<file path="src/sv/cusum_pkg.sv">
// Shared types and constants for the two-sided CUSUM change detector.
package cusum_pkg;

  localparam int unsigned SAMPLE_W = 16;
  localparam int unsigned ALLOW_W  = 15;
  localparam int unsigned SUM_W    = 24;
  localparam int unsigned CNT_W    = 32;
  localparam int unsigned CFG_W    = 24;
  localparam int unsigned CFG_IDX_W = 2;

  localparam logic [SUM_W-1:0] SUM_MAX = {SUM_W{1'b1}};
  localparam logic [CNT_W-1:0] CNT_MAX = {CNT_W{1'b1}};

  localparam logic signed [SAMPLE_W-1:0] REF_MEAN_RST       = '0;
  localparam logic [ALLOW_W-1:0]         ALLOWANCE_RST      = ALLOW_W'(128);
  localparam logic [SUM_W-1:0]           THRESHOLD_RST      = SUM_W'(1280);
  localparam logic                       CLEAR_ON_ALARM_RST = 1'b0;

  typedef enum logic [CFG_IDX_W-1:0] {
    CFG_REF_MEAN       = 2'd0,
    CFG_ALLOWANCE      = 2'd1,
    CFG_THRESHOLD      = 2'd2,
    CFG_CLEAR_ON_ALARM = 2'd3
  } cfg_idx_e;

  typedef enum logic {
    KIND_SAMPLE = 1'b0,
    KIND_CLEAR  = 1'b1
  } kind_e;

  typedef struct packed {
    logic [SUM_W-1:0] pos_sum;
    logic [SUM_W-1:0] neg_sum;
    logic             up_fire;
    logic             down_fire;
    logic [SUM_W-1:0] up_value;
    logic [SUM_W-1:0] down_value;
    logic             alarmed;
    logic [CNT_W-1:0] up_count;
    logic [CNT_W-1:0] down_count;
    logic [CNT_W-1:0] sample_count;
  } cusum_res_t;

  function automatic logic [CNT_W-1:0] cnt_bump(input logic [CNT_W-1:0] c);
    cnt_bump = (c == CNT_MAX) ? c : c + CNT_W'(1);
  endfunction

  // Add an 18-bit signed step to a sum, clamp at zero and saturate at the top.
  function automatic logic [SUM_W-1:0] sum_step(input logic [SUM_W-1:0]  s,
                                                input logic signed [17:0] d);
    logic signed [SUM_W+1:0] r;
    r = $signed({2'b00, s}) + (SUM_W+2)'(d);
    if (r < 0) begin
      sum_step = '0;
    end else if (r > $signed({2'b00, SUM_MAX})) begin
      sum_step = SUM_MAX;
    end else begin
      sum_step = r[SUM_W-1:0];
    end
  endfunction

endpackage

</file>
<file path="src/sv/cusum_if.sv">
// Valid/ready channel interfaces for samples in and results out.
interface cusum_in_if import cusum_pkg::*; ();
  logic                       valid;
  logic                       ready;
  logic                       kind;
  logic signed [SAMPLE_W-1:0] sample;

  modport source (output valid, output kind, output sample, input ready);
  modport sink   (input valid, input kind, input sample, output ready);
endinterface

interface cusum_out_if import cusum_pkg::*; ();
  logic             valid;
  logic             ready;
  logic [SUM_W-1:0] pos_sum;
  logic [SUM_W-1:0] neg_sum;
  logic             up_fire;
  logic             down_fire;
  logic [SUM_W-1:0] up_value;
  logic [SUM_W-1:0] down_value;
  logic             alarmed;
  logic [CNT_W-1:0] up_count;
  logic [CNT_W-1:0] down_count;
  logic [CNT_W-1:0] sample_count;

  modport source (output valid, output pos_sum, output neg_sum, output up_fire,
                  output down_fire, output up_value, output down_value,
                  output alarmed, output up_count, output down_count,
                  output sample_count, input ready);
  modport sink   (input valid, input pos_sum, input neg_sum, input up_fire,
                  input down_fire, input up_value, input down_value,
                  input alarmed, input up_count, input down_count,
                  input sample_count, output ready);
endinterface

</file>
<file path="src/sv/two_sided_cusum_detector_core.sv">
// Two-sided CUSUM change detector: upper and lower sums, alarms, saturating totals.
//
// Each accepted transaction is a signed Q8.8 sample or a clear command. The
// sums, alarms and totals are updated in the cycle of acceptance and the
// result is registered in the result register, or in the skid register while
// the result register is held, so one transaction is taken every cycle while
// the skid register is empty. The add, clamp and threshold compare are combinational.
// A two-entry output stage (result register plus skid register) lets input
// keep flowing while a result waits; input stalls only when both are full.
// Any write to a configuration register zeroes the sums and totals.
module two_sided_cusum_detector_core
  import cusum_pkg::*;
(
  input  logic                 clk_i,
  input  logic                 rst_ni,
  input  logic                 cfg_we_i,
  input  logic [CFG_IDX_W-1:0] cfg_idx_i,
  input  logic [CFG_W-1:0]     cfg_data_i,
  cusum_in_if.sink             in_i,
  cusum_out_if.source          out_o
);

  logic signed [SAMPLE_W-1:0] ref_mean_q;
  logic [ALLOW_W-1:0]         allowance_q;
  logic [SUM_W-1:0]           threshold_q;
  logic                       clear_on_alarm_q;

  logic [SUM_W-1:0] upper_q, upper_d;
  logic [SUM_W-1:0] lower_q, lower_d;
  logic [CNT_W-1:0] up_cnt_q, up_cnt_d;
  logic [CNT_W-1:0] dn_cnt_q, dn_cnt_d;
  logic [CNT_W-1:0] smp_cnt_q, smp_cnt_d;

  cusum_res_t res_d, out_q, skid_q;
  logic       out_valid_q, skid_valid_q;

  logic                       in_fire, out_fire;
  logic signed [SAMPLE_W:0]   dev;
  logic signed [17:0]         up_step, dn_step;
  logic [SUM_W-1:0]           upper_new, lower_new;
  logic                       up_fire, dn_fire, any_fire;

  assign in_i.ready = !skid_valid_q;
  assign in_fire    = in_i.valid && in_i.ready;
  assign out_fire   = out_valid_q && out_o.ready;

  always_comb begin
    dev       = $signed({in_i.sample[SAMPLE_W-1], in_i.sample})
              - $signed({ref_mean_q[SAMPLE_W-1], ref_mean_q});
    up_step   = 18'(dev) - $signed({3'b000, allowance_q});
    dn_step   = -18'(dev) - $signed({3'b000, allowance_q});
    upper_new = sum_step(upper_q, up_step);
    lower_new = sum_step(lower_q, dn_step);
    up_fire   = upper_new > threshold_q;
    // an upward alarm with clear-on-alarm clears the lower sum first
    dn_fire   = (lower_new > threshold_q) && !(clear_on_alarm_q && up_fire);
    any_fire  = up_fire || dn_fire;

    upper_d   = (clear_on_alarm_q && any_fire) ? '0 : upper_new;
    lower_d   = (clear_on_alarm_q && any_fire) ? '0 : lower_new;
    up_cnt_d  = up_fire ? cnt_bump(up_cnt_q) : up_cnt_q;
    dn_cnt_d  = dn_fire ? cnt_bump(dn_cnt_q) : dn_cnt_q;
    smp_cnt_d = cnt_bump(smp_cnt_q);

    res_d = '0;
    if (in_i.kind == KIND_SAMPLE) begin
      res_d.pos_sum      = upper_d;
      res_d.neg_sum      = lower_d;
      res_d.up_fire      = up_fire;
      res_d.down_fire    = dn_fire;
      res_d.up_value     = up_fire ? upper_new : '0;
      res_d.down_value   = dn_fire ? lower_new : '0;
      res_d.alarmed      = any_fire || (upper_d > threshold_q) || (lower_d > threshold_q);
      res_d.up_count     = up_cnt_d;
      res_d.down_count   = dn_cnt_d;
      res_d.sample_count = smp_cnt_d;
    end
  end

  always_ff @(posedge clk_i or negedge rst_ni) begin
    if (!rst_ni) begin
      ref_mean_q       <= REF_MEAN_RST;
      allowance_q      <= ALLOWANCE_RST;
      threshold_q      <= THRESHOLD_RST;
      clear_on_alarm_q <= CLEAR_ON_ALARM_RST;
      upper_q          <= '0;
      lower_q          <= '0;
      up_cnt_q         <= '0;
      dn_cnt_q         <= '0;
      smp_cnt_q        <= '0;
    end else if (cfg_we_i) begin
      unique case (cfg_idx_e'(cfg_idx_i))
        CFG_REF_MEAN:       ref_mean_q       <= $signed(cfg_data_i[SAMPLE_W-1:0]);
        CFG_ALLOWANCE:      allowance_q      <= cfg_data_i[ALLOW_W-1:0];
        CFG_THRESHOLD:      threshold_q      <= cfg_data_i[SUM_W-1:0];
        CFG_CLEAR_ON_ALARM: clear_on_alarm_q <= cfg_data_i[0];
        default:            ;
      endcase
      upper_q   <= '0;
      lower_q   <= '0;
      up_cnt_q  <= '0;
      dn_cnt_q  <= '0;
      smp_cnt_q <= '0;
    end else if (in_fire) begin
      if (in_i.kind == KIND_CLEAR) begin
        upper_q   <= '0;
        lower_q   <= '0;
        up_cnt_q  <= '0;
        dn_cnt_q  <= '0;
        smp_cnt_q <= '0;
      end else begin
        upper_q   <= upper_d;
        lower_q   <= lower_d;
        up_cnt_q  <= up_cnt_d;
        dn_cnt_q  <= dn_cnt_d;
        smp_cnt_q <= smp_cnt_d;
      end
    end
  end

  always_ff @(posedge clk_i or negedge rst_ni) begin
    if (!rst_ni) begin
      out_valid_q  <= 1'b0;
      skid_valid_q <= 1'b0;
    end else if (skid_valid_q) begin
      if (out_fire) begin
        skid_valid_q <= 1'b0;
      end
    end else if (in_fire) begin
      if (out_valid_q && !out_o.ready) begin
        skid_valid_q <= 1'b1;
      end
      out_valid_q <= 1'b1;
    end else if (out_fire) begin
      out_valid_q <= 1'b0;
    end
  end

  always_ff @(posedge clk_i) begin
    if (skid_valid_q) begin
      if (out_fire) begin
        out_q <= skid_q;
      end
    end else if (in_fire) begin
      if (out_valid_q && !out_o.ready) begin
        skid_q <= res_d;
      end else begin
        out_q <= res_d;
      end
    end
  end

  assign out_o.valid        = out_valid_q;
  assign out_o.pos_sum      = out_q.pos_sum;
  assign out_o.neg_sum      = out_q.neg_sum;
  assign out_o.up_fire      = out_q.up_fire;
  assign out_o.down_fire    = out_q.down_fire;
  assign out_o.up_value     = out_q.up_value;
  assign out_o.down_value   = out_q.down_value;
  assign out_o.alarmed      = out_q.alarmed;
  assign out_o.up_count     = out_q.up_count;
  assign out_o.down_count   = out_q.down_count;
  assign out_o.sample_count = out_q.sample_count;

endmodule

</file>
<file path="src/flat_wrapper.sv">
// flat-port wrapper written by rule: the top's interface ports become plain ports
module two_sided_cusum_detector_core_flat import cusum_pkg::*;
  (clk_i, rst_ni, cfg_we_i, cfg_idx_i, cfg_data_i, in_i_valid, in_i_kind, in_i_sample, in_i_ready, out_o_valid, out_o_pos_sum, out_o_neg_sum, out_o_up_fire, out_o_down_fire, out_o_up_value, out_o_down_value, out_o_alarmed, out_o_up_count, out_o_down_count, out_o_sample_count, out_o_ready);
  cusum_in_if in_i_i ();
  cusum_out_if out_o_i ();
  input  logic clk_i;
  input  logic rst_ni;
  input  logic cfg_we_i;
  input  logic [CFG_IDX_W-1:0] cfg_idx_i;
  input  logic [CFG_W-1:0] cfg_data_i;
  input wire logic [$bits(in_i_i.valid)-1:0] in_i_valid;
  input wire logic [$bits(in_i_i.kind)-1:0] in_i_kind;
  input wire logic [$bits(in_i_i.sample)-1:0] in_i_sample;
  output wire logic [$bits(in_i_i.ready)-1:0] in_i_ready;
  output wire logic [$bits(out_o_i.valid)-1:0] out_o_valid;
  output wire logic [$bits(out_o_i.pos_sum)-1:0] out_o_pos_sum;
  output wire logic [$bits(out_o_i.neg_sum)-1:0] out_o_neg_sum;
  output wire logic [$bits(out_o_i.up_fire)-1:0] out_o_up_fire;
  output wire logic [$bits(out_o_i.down_fire)-1:0] out_o_down_fire;
  output wire logic [$bits(out_o_i.up_value)-1:0] out_o_up_value;
  output wire logic [$bits(out_o_i.down_value)-1:0] out_o_down_value;
  output wire logic [$bits(out_o_i.alarmed)-1:0] out_o_alarmed;
  output wire logic [$bits(out_o_i.up_count)-1:0] out_o_up_count;
  output wire logic [$bits(out_o_i.down_count)-1:0] out_o_down_count;
  output wire logic [$bits(out_o_i.sample_count)-1:0] out_o_sample_count;
  input wire logic [$bits(out_o_i.ready)-1:0] out_o_ready;
  assign in_i_i.valid = in_i_valid;
  assign in_i_i.kind = in_i_kind;
  assign in_i_i.sample = in_i_sample;
  assign in_i_ready = in_i_i.ready;
  assign out_o_valid = out_o_i.valid;
  assign out_o_pos_sum = out_o_i.pos_sum;
  assign out_o_neg_sum = out_o_i.neg_sum;
  assign out_o_up_fire = out_o_i.up_fire;
  assign out_o_down_fire = out_o_i.down_fire;
  assign out_o_up_value = out_o_i.up_value;
  assign out_o_down_value = out_o_i.down_value;
  assign out_o_alarmed = out_o_i.alarmed;
  assign out_o_up_count = out_o_i.up_count;
  assign out_o_down_count = out_o_i.down_count;
  assign out_o_sample_count = out_o_i.sample_count;
  assign out_o_i.ready = out_o_ready;
  two_sided_cusum_detector_core u_core (.clk_i(clk_i), .rst_ni(rst_ni), .cfg_we_i(cfg_we_i), .cfg_idx_i(cfg_idx_i), .cfg_data_i(cfg_data_i), .in_i(in_i_i), .out_o(out_o_i));
endmodule
</file>
<file path="config.mk">
export PLATFORM = sky130hd
export DESIGN_NAME = two_sided_cusum_detector_core_flat
export DESIGN_NICKNAME = d
export VERILOG_FILES = /design/src/sv/cusum_pkg.sv /design/src/sv/cusum_if.sv /design/src/sv/two_sided_cusum_detector_core.sv /design/src/flat_wrapper.sv
export SDC_FILE = /design/constraint.sdc
export NUM_CORES = 1
export LEC_CHECK = 0
export BUFFER_PORTS_ARGS = -buffer_cell sky130_fd_sc_hd__buf_2
export CORE_AREA = 2 2 263 265
export CTS_BUF_LIST = sky130_fd_sc_hd__clkbuf_8
export DETAILED_ROUTE_END_ITERATION = 10
export DIE_AREA = 0 0 265 267
export PLACE_DENSITY = 0.74
export SLEW_MARGIN = 20
export SYNTH_ARGS = -nofsm -noshare
export SYNTH_HDL_FRONTEND = slang
export SYNTH_SLANG_ARGS = --single-unit
</file>
<file path="constraint.sdc">
create_clock -name clk_i -period 29.2 [get_ports clk_i]
set_input_delay 2.92 -clock clk_i [delete_from_list [all_inputs] [get_ports clk_i]]
set_output_delay 2.92 -clock clk_i [all_outputs]
set_load 0.01 [all_outputs]
</file>
; ---- Word level (Yosys, flattened, before mapping)
; Cells that the tools add are included.
[totals]
ff_bits = 592
input_bits = 48
output_inout_bits = 197
wordCells = 119
[op_classes]
add_sub_neg = 9
order_cmp = 8
eq_ne = 8
n_mux = 39
bitwise = 1
n_reduce_logical = 23
[op_table]
columns = cell, n
row1 = $mux W195, 5
row2 = $mux W32, 14
row3 = $mux W24, 14
row4 = $add A32 B1 Y32 const B, 3
row5 = $eq A32 B32 Y1 const B, 3
row6 = $gt A24 B24 Y1, 4
row7 = $add A25 B18 Y26, 2
row8 = $gt A26 B25 Y1 const B, 2
row9 = $lt A26 B1 Y1 const B, 2
row10 = $neg A17 Y18, 1
row11 = $sub A17 B16 Y18, 1
row12 = $sub A18 B16 Y18, 1
row13 = $sub A16 B16 Y17, 1
row14 = $reduce_and A2 Y1, 5
row15 = $logic_and A1 B1 Y1, 6
row16 = $mux W1, 6
row17 = $reduce_and A3 Y1, 2
row18 = $reduce_bool A2 Y1, 3
row19 = $eq A2 B2 Y1 const B, 2
row20 = $logic_not A1 Y1, 3
row21 = $logic_or A1 B1 Y1, 3
row22 = $eq A2 B1 Y1 const B, 1
row23 = $logic_not A2 Y1, 1
row24 = $ne A2 B1 Y1 const B, 1
row25 = 2 further kinds, 2

; ---- Logic depth before layout (Yosys ltp)
; Gate-level depths: netlist of the first run.
[depth]
ltp_word = 20
mapped_depth = 54

; ---- Least setup slack after synthesis of the first run
; No wires, ideal clock.
[synth_timing]
path_kind = input port to flip-flop
startpoint = input port in_i_valid
endpoint = register u_core.skid_q[0] (netlist bit) (enable)
setup_ns = 1.029
arrival_time_ns = 17.190
required_ns = 28.171
slack_ns = 10.981
path_stages = 2
path_buffers = 0
cell_sequence = nand2_1 nor3b_1
[synth_via]
elab_chain_cells = 2
[synth_rtl]
columns = element, line_no
row1 = from (decl), flat_wrapper.sv:11  ; input wire logic [$bits(in_i_i.valid)-1:0] in_i_valid;
row2 = $logic_and A1 B1 Y1, two_sided_cusum_detector_core.sv:44  ; assign in_fire = in_i.valid && in_i.ready;
row3 = $reduce_and A3 Y1 (no source line), -
row4 = to (signal assigned), two_sided_cusum_detector_core.sv:146  ; skid_q <= res_d;
row5 = to (decl), two_sided_cusum_detector_core.sv:34  ; cusum_res_t res_d, out_q, skid_q;
; Every way passes these cells.
; A chain may end at the register's enable or synchronous reset.

; ---- Final worst setup path of the first run
[layout_timing]
startpoint = input port in_i_sample[1]
endpoint = register u_core.out_q, in the netlist u_core.out_o.alarmed, data pin
[layout_via]
elab_chain_cells = 20
elab_cells_between_ends = 31
classes_between = 6 x add/sub / 8 x order compare / 10 x mux / 7 x reduce/logical
[layout_rtl]
columns = element, line_no
row1 = from (decl), flat_wrapper.sv:13  ; input wire logic [$bits(in_i_i.sample)-1:0] in_i_sample;
row2 = $sub A16 B16 Y17 (*), two_sided_cusum_detector_core.sv:49  ; - $signed({ref_mean_q[SAMPLE_W-1], ref_mean_q});
row3 = "parallel branches: the longest is 14 deep, another holds $add A25 B18 Y26", -
row4 = $logic_or A1 B1 Y1 (*), two_sided_cusum_detector_core.sv:73  ; res_d.alarmed = any_fire || (upper_d > threshold_q) || (lower_d > threshold_q);
row5 = $mux W195 (*), two_sided_cusum_detector_core.sv:66  ; if (in_i.kind == KIND_SAMPLE) begin
row6 = $mux W195 (*), two_sided_cusum_detector_core.sv:145  ; if (out_valid_q && !out_o.ready) begin
row7 = $mux W195 (*), two_sided_cusum_detector_core.sv:144  ; end else if (in_fire) begin
row8 = $mux W195 (*), two_sided_cusum_detector_core.sv:140  ; if (skid_valid_q) begin
row9 = to (signal assigned), two_sided_cusum_detector_core.sv:142  ; out_q <= skid_q;
row10 = to (signal assigned), two_sided_cusum_detector_core.sv:148  ; out_q <= res_d;
row11 = to (decl), two_sided_cusum_detector_core.sv:34
; Every way passes the cells marked *. The select of a mux whose other input is x is not followed.

==> results of run 1 <==
## per-layer routing
layer  up-vias  routed length, um  global-route usage [%]
met5         -                 13                       0
met2      1023              42860                   40.85
met4         2               3022                   9.559
li1      12060                  -                       -
met3       183               6743                   4.613
met1     12510              38430                   34.56
## power by group through the flow
| stage | combinational [W] | sequential (W) | clock, W |
|---|---|---|---|
| after floorplan | 0.00171 | 0.00141 | 0 |
| after global placement | 0.00259 | 0.00130 | 0 |
| after detailed placement | 0.00263 | 0.00131 | 0 |
| after CTS | 0.00264 | 0.00129 | 0.000740 |
| after global routing | 0.00293 | 0.00131 | 0.000775 |
| final | 0.00266 | 0.00129 | 0.000724 |
## cells in the mapped netlist (all sizes together) (59+ instances only)
| library cell | count |
|---|---|
| nand4 | 62 |
| ha | 171 |
| dfrtp | 199 |
| nand2 | 311 |
| clkbuf | 150 |
| a21oi | 134 |
| o21ai | 244 |
| nor2 | 314 |
| inv | 219 |
| xnor2 | 91 |
| edfxtp | 390 |
| nand3 | 82 |
| o31ai | 98 |
| a21o | 59 |
## per-stage QoR
step / hold WS [ns] / std cells / util (%)
3_5_place_dp: 0.4934 / 4197 / 51.65
2_1_floorplan: 0.4732 / 3206 / -
3_3_place_gp: 0.4877 / 4197 / 51.65
5_1_grt: 0.5162 / 4381 / 54.48
6_report: 0.5106 / 4381 / 54.48
4_1_cts: 0.5087 / 4381 / 54.47
## flip-flops by register name, summed over array words and instances (netlist names), 32 cells and up
signal / count
u_core.smp_cnt_q: 32
u_core.out_o.sample_count: 32
u_core.skid_q: 195
u_core.out_o.up_count: 32
u_core.out_o.down_count: 32
u_core.dn_cnt_q: 32
u_core.up_cnt_q: 32
## worst min path at each step
stage / from / to / slack (ns) / depth (start not counted)
final: u_core.threshold_q[11] / u_core.threshold_q[11] / 0.51 / 1
after global routing: u_core.lower_q[15] / u_core.lower_q[15] / 0.52 / 1
after CTS: u_core.threshold_q[11] / u_core.threshold_q[11] / 0.51 / 1
after detailed placement: u_core.lower_q[15] / u_core.lower_q[15] / 0.49 / 1
after global placement: u_core.threshold_q[3] / u_core.threshold_q[3] / 0.49 / 1
after floorplan: u_core.lower_q[14] / u_core.lower_q[14] / 0.47 / 1
## placed cells by master, fill, tap and decap left out, drive strengths merged, types with 46 or more instances in the layout
cell    netlist  final
a21o         59     59
nand2       311    311
xnor2        91     91
nand4        62     62
clkbuf      150    111
inv         219    253
ha          171    171
nor2        314    314
dfrtp       199    199
o21ai       244    244
xor2         46     46
mux2         49     49
buf          27    285
edfxtp      390    390
a21oi       134    134
o31ai        98     98
nand3        82     82
## final cells by class
class | instances | area [um2]
Tap cell | 882 | 1104
Sequential cell | 592 | 16770
Clock inverter | 74 | 409.1
Inverter | 220 | 825.8
Multi-Input combinational cell | 2217 | 14840
Timing Repair Buffer | 286 | 1573
Fill cell | 5961 | 30950
Clock buffer | 110 | 1514
## cells by family after synthesis
kind of cell | Yosys count | share of synthesized area [%]
AOI/OAI and AO/OA | 787 | 15.80
muxes | 57 | 1.925
buffers and inverters | 397 | 4.608
adders and majority gates | 204 | 8.481
xor gates and xnor gates | 137 | 3.634
and+or+nand+nor | 1032 | 14.76
DFF | 592 | 50.79
## worst max-delay path, delay by kind of cell
kind / cells / cell delay [ns]
AOI/OAI and AO/OA: 28 / 5.69
xor gates and xnor gates: 2 / 1.01
adders and majority gates: 5 / 1.64
buffers and inverters: 3 / 0.72
and+or+nand+nor: 9 / 2.29
==> results.toml, run 1 <==
[critical_path]
worstPathArrival_ns = 14.32
worstPathRequired_ns = 29.66
worst_r2r_startpoint = "u_core.ref_mean_q[1]"
launching_instance_or_port_of_the_critical_path = "in_i_sample[1]"
crit_path_end_kind = "flip-flop"
critical_path.endpoint = "u_core.out_o.alarmed"
timing_worst_setup_path_type = "in2reg"
critPathMaxStageDelay_ns = 0.89
crit_path_start_kind = "primary input"
worst_reg2reg_setup_slack_ns = 17.24
crit_fanout = 48
rr_worst_depth = 47
regToRegEndpoint = "u_core.out_o.alarmed"
critical-path-slowest-cell = "sky130_fd_sc_hd__nor2_4"

[placed_design]
hpwl_um = 62620
post_detailed_placement_cell_area_um2 = 35110
pre_cts_ws_ns = 14.83
numPortBuffers = 244
gpl_wtd_cong = 0.9419

[timing]
setup_slack_ns = 15.34
grt_setup_unrepaired = "false"
slew_headroom_pct = 22.55
finalWorstPathRequiredPeriod_ns = 13.86
timing.final.max_slew_violations = 0
final-setup-viol-count = 0
totalNegativeSetupSlack_ns = 0
period_share_pct = 47.45
report.final.hold_viol_count = 0
clock-skew-final_ns = 0.05782
max_freq_mhz = 72.17
worst_slew_pin_tran_ns = 1.162

[final_layout]
final_layout_size_suffix_gt1_share_pct = 15.32
layout.nets = 3669
syn2layout_area_growth_pct = 12.18
final_design_area_no_fill_um2 = 37040
num_antenna_cells = 0

[detailed_routing]
detail_route.wirelength_um = 91060
drt-pass1-iter-count = 6
avgRoutedWirePerCell_um = 20.79
vias = 25780
route.detailed.drc = 0
viasPerCell = 5.884
drt.antenna.violating_nets = 0
drtIter0Drc = 2320

[yosys]
synthDistinctLibCells = 86
synthTopCellsByArea = "sky130_fd_sc_hd__edfxtp_1 (35%), sky130_fd_sc_hd__dfrtp_1 (15%), sky130_fd_sc_hd__ha_1 (6.5%), sky130_fd_sc_hd__nor2_1 (3.6%), sky130_fd_sc_hd__nand2_1 (3.5%)"
dominantRegCellSynth = "sky130_fd_sc_hd__edfxtp_1"
synthesis.instances = 3206
synth_top_cell_by_area = "sky130_fd_sc_hd__edfxtp_1"
yosysSeqAreaShare_pct = 50.79
synth.cell_area_um2 = 33020
postSynth.asyncResetShare_pct = 34.12
postSynthNetCount = 3458
synth-edff-count = 390
yosys.area.top_type_share_pct = 35.47
postSynthRegisterBits = 592
syn-mean-instance-area_um2 = 10.30
yosys_warnings = 0

[clocking]
cts_num_sinks = 592
ctsResizeCount = 0
cts-hold-fix-buffers = 0
cts-root-buf = "sky130_fd_sc_hd__clkbuf_8"
tritoncts_buffer_count = 100
worst_skew_pair.late_latency_ns = 0.73
htree_num_levels = 3
post-cts-setup-buffers = 0
cts_tree = "yes"
clk_pin_slew_ns = 0.07
clk_path_buf_depth = 3

[power]
switching_pwr_w = 0.002206
report.power.total_w = 0.004672
clockPowerShare_pct = 15.5
peakVddDrop_uv = 95.02
power_leakage_nw = 15.40
combinationalPowerShare_pct = 56.9
intPower_w = 0.002466
power.density_nw_per_um2 = 126.1
seq_power_share_pct = 27.6
power_switching_share_pct = 47.21

[die]
die-area_um2 = 70760
top_level_ports = 245
start_util_pct = 48.57
height_of_the_die_um = 267
die_width_um = 265
num_rows = 96
core_area_um2 = 67990

[global_routing]
gr_util_all_layers_pct = 25.46
grt_overflow = 0
first_global_vias = 24400
grt_pass1_wl_um = 140800
number_of_antenna_violations_at_the_first_check_in_global_routing = 3
grt_start_max_net_pins = 166

[flow_run]
cap_violations = 0

[outcome]
run_status = "finished, final reports clean"

[hold_path]
worst_hold_path_type = "reg2reg"
Note: power is estimated with default switching activity, not from simulation.
==> run 2, diff against run 1 <==
- clock period: 29.2 -> 14 ns (I/O delays scaled with it)
==> run 2 against run 1 <==
Register-to-register slack got worse by 15 ns; cell count increased by 0.39%; largest cell class unchanged; non-clock buffer count increased by 14; clock power increased by 120%; highest routed layer is now met4.
==> results.toml, run 2 (synthesis gave the netlist of run 1 again) <==
[detailed_routing]
vias = 25860
route.detailed.drc = 0
detail_route.wirelength_um = 92170
drt.antenna.violating_nets = 0
drtIter0Drc = 2295
drt-pass1-iter-count = 6
avgRoutedWirePerCell_um = 20.96
viasPerCell = 5.879

[final_layout]
syn2layout_area_growth_pct = 12.66
layout_commonest_cell = "sky130_fd_sc_hd__edfxtp_1"
fill_cells = 5950
layout.cells.non_filler = 4398
multi_input_area_um2 = 14840
largest_register_ffs = 195
top_register = "u_core.skid_q"
num_antenna_cells = 0
final_layout_size_suffix_gt1_share_pct = 15.42
final_core_utilization_pct = 54.72
register_cell_area_after_layout_um2 = 16770
layout_common_cells = "sky130_fd_sc_hd__edfxtp_1 (390), sky130_fd_sc_hd__nor2_1 (311), sky130_fd_sc_hd__nand2_1 (308)"
layout.nets = 3684

[timing]
final-setup-viol-count = 0
period_share_pct = 84.49
totalNegativeSetupSlack_ns = 0
clock-skew-final_ns = 0.03253
hold_ws_ns = 0.5076
finalWorstPathRequiredPeriod_ns = 11.83
timing.final.max_slew_violations = 0
report.final.hold_viol_count = 0
grt_setup_unrepaired = "false"
setup_slack_ns = 2.171
worst_slew_pin_tran_ns = 1.123
max_freq_mhz = 84.54
slew_headroom_pct = 25.14

[clocking]
cts-root-buf = "sky130_fd_sc_hd__clkbuf_8"
clk_pin_slew_ns = 0.06
worst_skew_pair.late_latency_ns = 0.72
tritoncts_buffer_count = 101
cts_tree = "yes"
htree_num_levels = 3
post-cts-setup-buffers = 0
ctsResizeCount = 0
cts_num_sinks = 592
clk_path_buf_depth = 3
cts-hold-fix-buffers = 0

[power]
peakVddDrop_uv = 170.7
power.density_nw_per_um2 = 268.4
power_leakage_nw = 15.54

[outcome]
run_status = "finished, final reports clean"

[die]
die_width_um = 265
core_area_um2 = 67990
height_of_the_die_um = 267
start_util_pct = 48.57
top_level_ports = 245
die-area_um2 = 70760
num_rows = 96

[placed_design]
pre_cts_ws_ns = 1.533
hpwl_um = 63470
gpl_wtd_cong = 0.9438
numPortBuffers = 244
place_inst = 4211

[global_routing]
first_global_vias = 24660
grt_start_max_net_pins = 87
gr_util_all_layers_pct = 25.87
grt_pass1_wl_um = 141900
grt_overflow = 0
number_of_antenna_violations_at_the_first_check_in_global_routing = 1

[critical_path]
rr_worst_depth = 45
worstPathArrival_ns = 12.29
crit_path_end_kind = "flip-flop"
cpMostUsedCell = "sky130_fd_sc_hd__a21o_1"
worstPathRequired_ns = 14.47
timing_worst_setup_path_type = "in2reg"
critPathMaxStageDelay_ns = 0.81
critical-path-slowest-cell = "sky130_fd_sc_hd__o21ai_0"
crit_fanout = 30
crit_path_start_kind = "primary input"

[flow_run]
cap_violations = 0

[hold_path]
worst_hold_path_type = "reg2reg"
timing.hold.worst_path_depth = 1
run 2: changes by cell type in the layout (fill, tap and decap cells not counted), moves of 2 or more:
cell	change
sky130_fd_sc_hd__bufinv_16	+2
sky130_fd_sc_hd__inv_1	+12
sky130_fd_sc_hd__buf_4	+16
sky130_fd_sc_hd__buf_12	-2
sky130_fd_sc_hd__clkinv_1	-2
sky130_fd_sc_hd__clkinv_2	-11
sky130_fd_sc_hd__clkinvlp_4	-3
sky130_fd_sc_hd__clkbuf_8	+4
run 2: power by group:
group	internal (W)	switching, W	total (W)
Sequential	0.00251	0.000180	0.00269
Combinational	0.00192	0.00381	0.00573
Clock	0.000836	0.000725	0.00156
run 2: layer usage:
layer	GRT usage [%]	share of wire [%]	vias to the layer above
met2	41.47	47	1052
li1	-	-	12120
met5	0	0	-
met4	10.02	3.3	0
met3	5.351	7.8	175
met1	34.62	42	12510
run 2: cell type report:
cell class / count / area share [%]
clock buffer: 114 / 4.218
clock inverter: 73 / 1.177
sequential: 592 / 45.09
inverter: 220 / 2.220
multi-input combinational: 2217 / 39.88
tap: 882 / 2.967
timing repair buffer: 300 / 4.443
run 2: worst paths after layout:
check | startpoint | slack, ns | end
setup / recovery | in_i_sample[0] | 2.17 | u_core.out_o.alarmed
hold / removal | u_core.threshold_q[14] | 0.51 | u_core.threshold_q[14]
setup reg to reg | u_core.ref_mean_q[1] | 2.56 | u_core.out_o.alarmed
hold reg to reg | u_core.threshold_q[14] | 0.51 | u_core.threshold_q[14]
max in group asynchronous | rst_ni | 11.79 | u_core.skid_valid_q
min in group asynchronous | rst_ni | 0.70 | u_core.allowance_q[6]
run 2: critical path: cells and delay by family:
kind	cells	cell delay, ns
AOI/OAI and AO/OA	25	6.06
and+or+nand+nor	12	2.41
buffers and inverters	4	0.61
xor gates and xnor gates	1	0.20
adders and majority gates	5	1.60
run 2: stage by stage:
| step | total power (W) | instance area, um2 |
|---|---|---|
| 5_1_grt | 0.01068 | 37200 |
| 3_5_place_dp | 0.008359 | 35190 |
| 6_report | 0.009983 | 37200 |
| 3_3_place_gp | 0.008301 | 35190 |
| 2_1_floorplan | 0.006500 | 33020 |
| 4_1_cts | 0.009952 | 37200 |
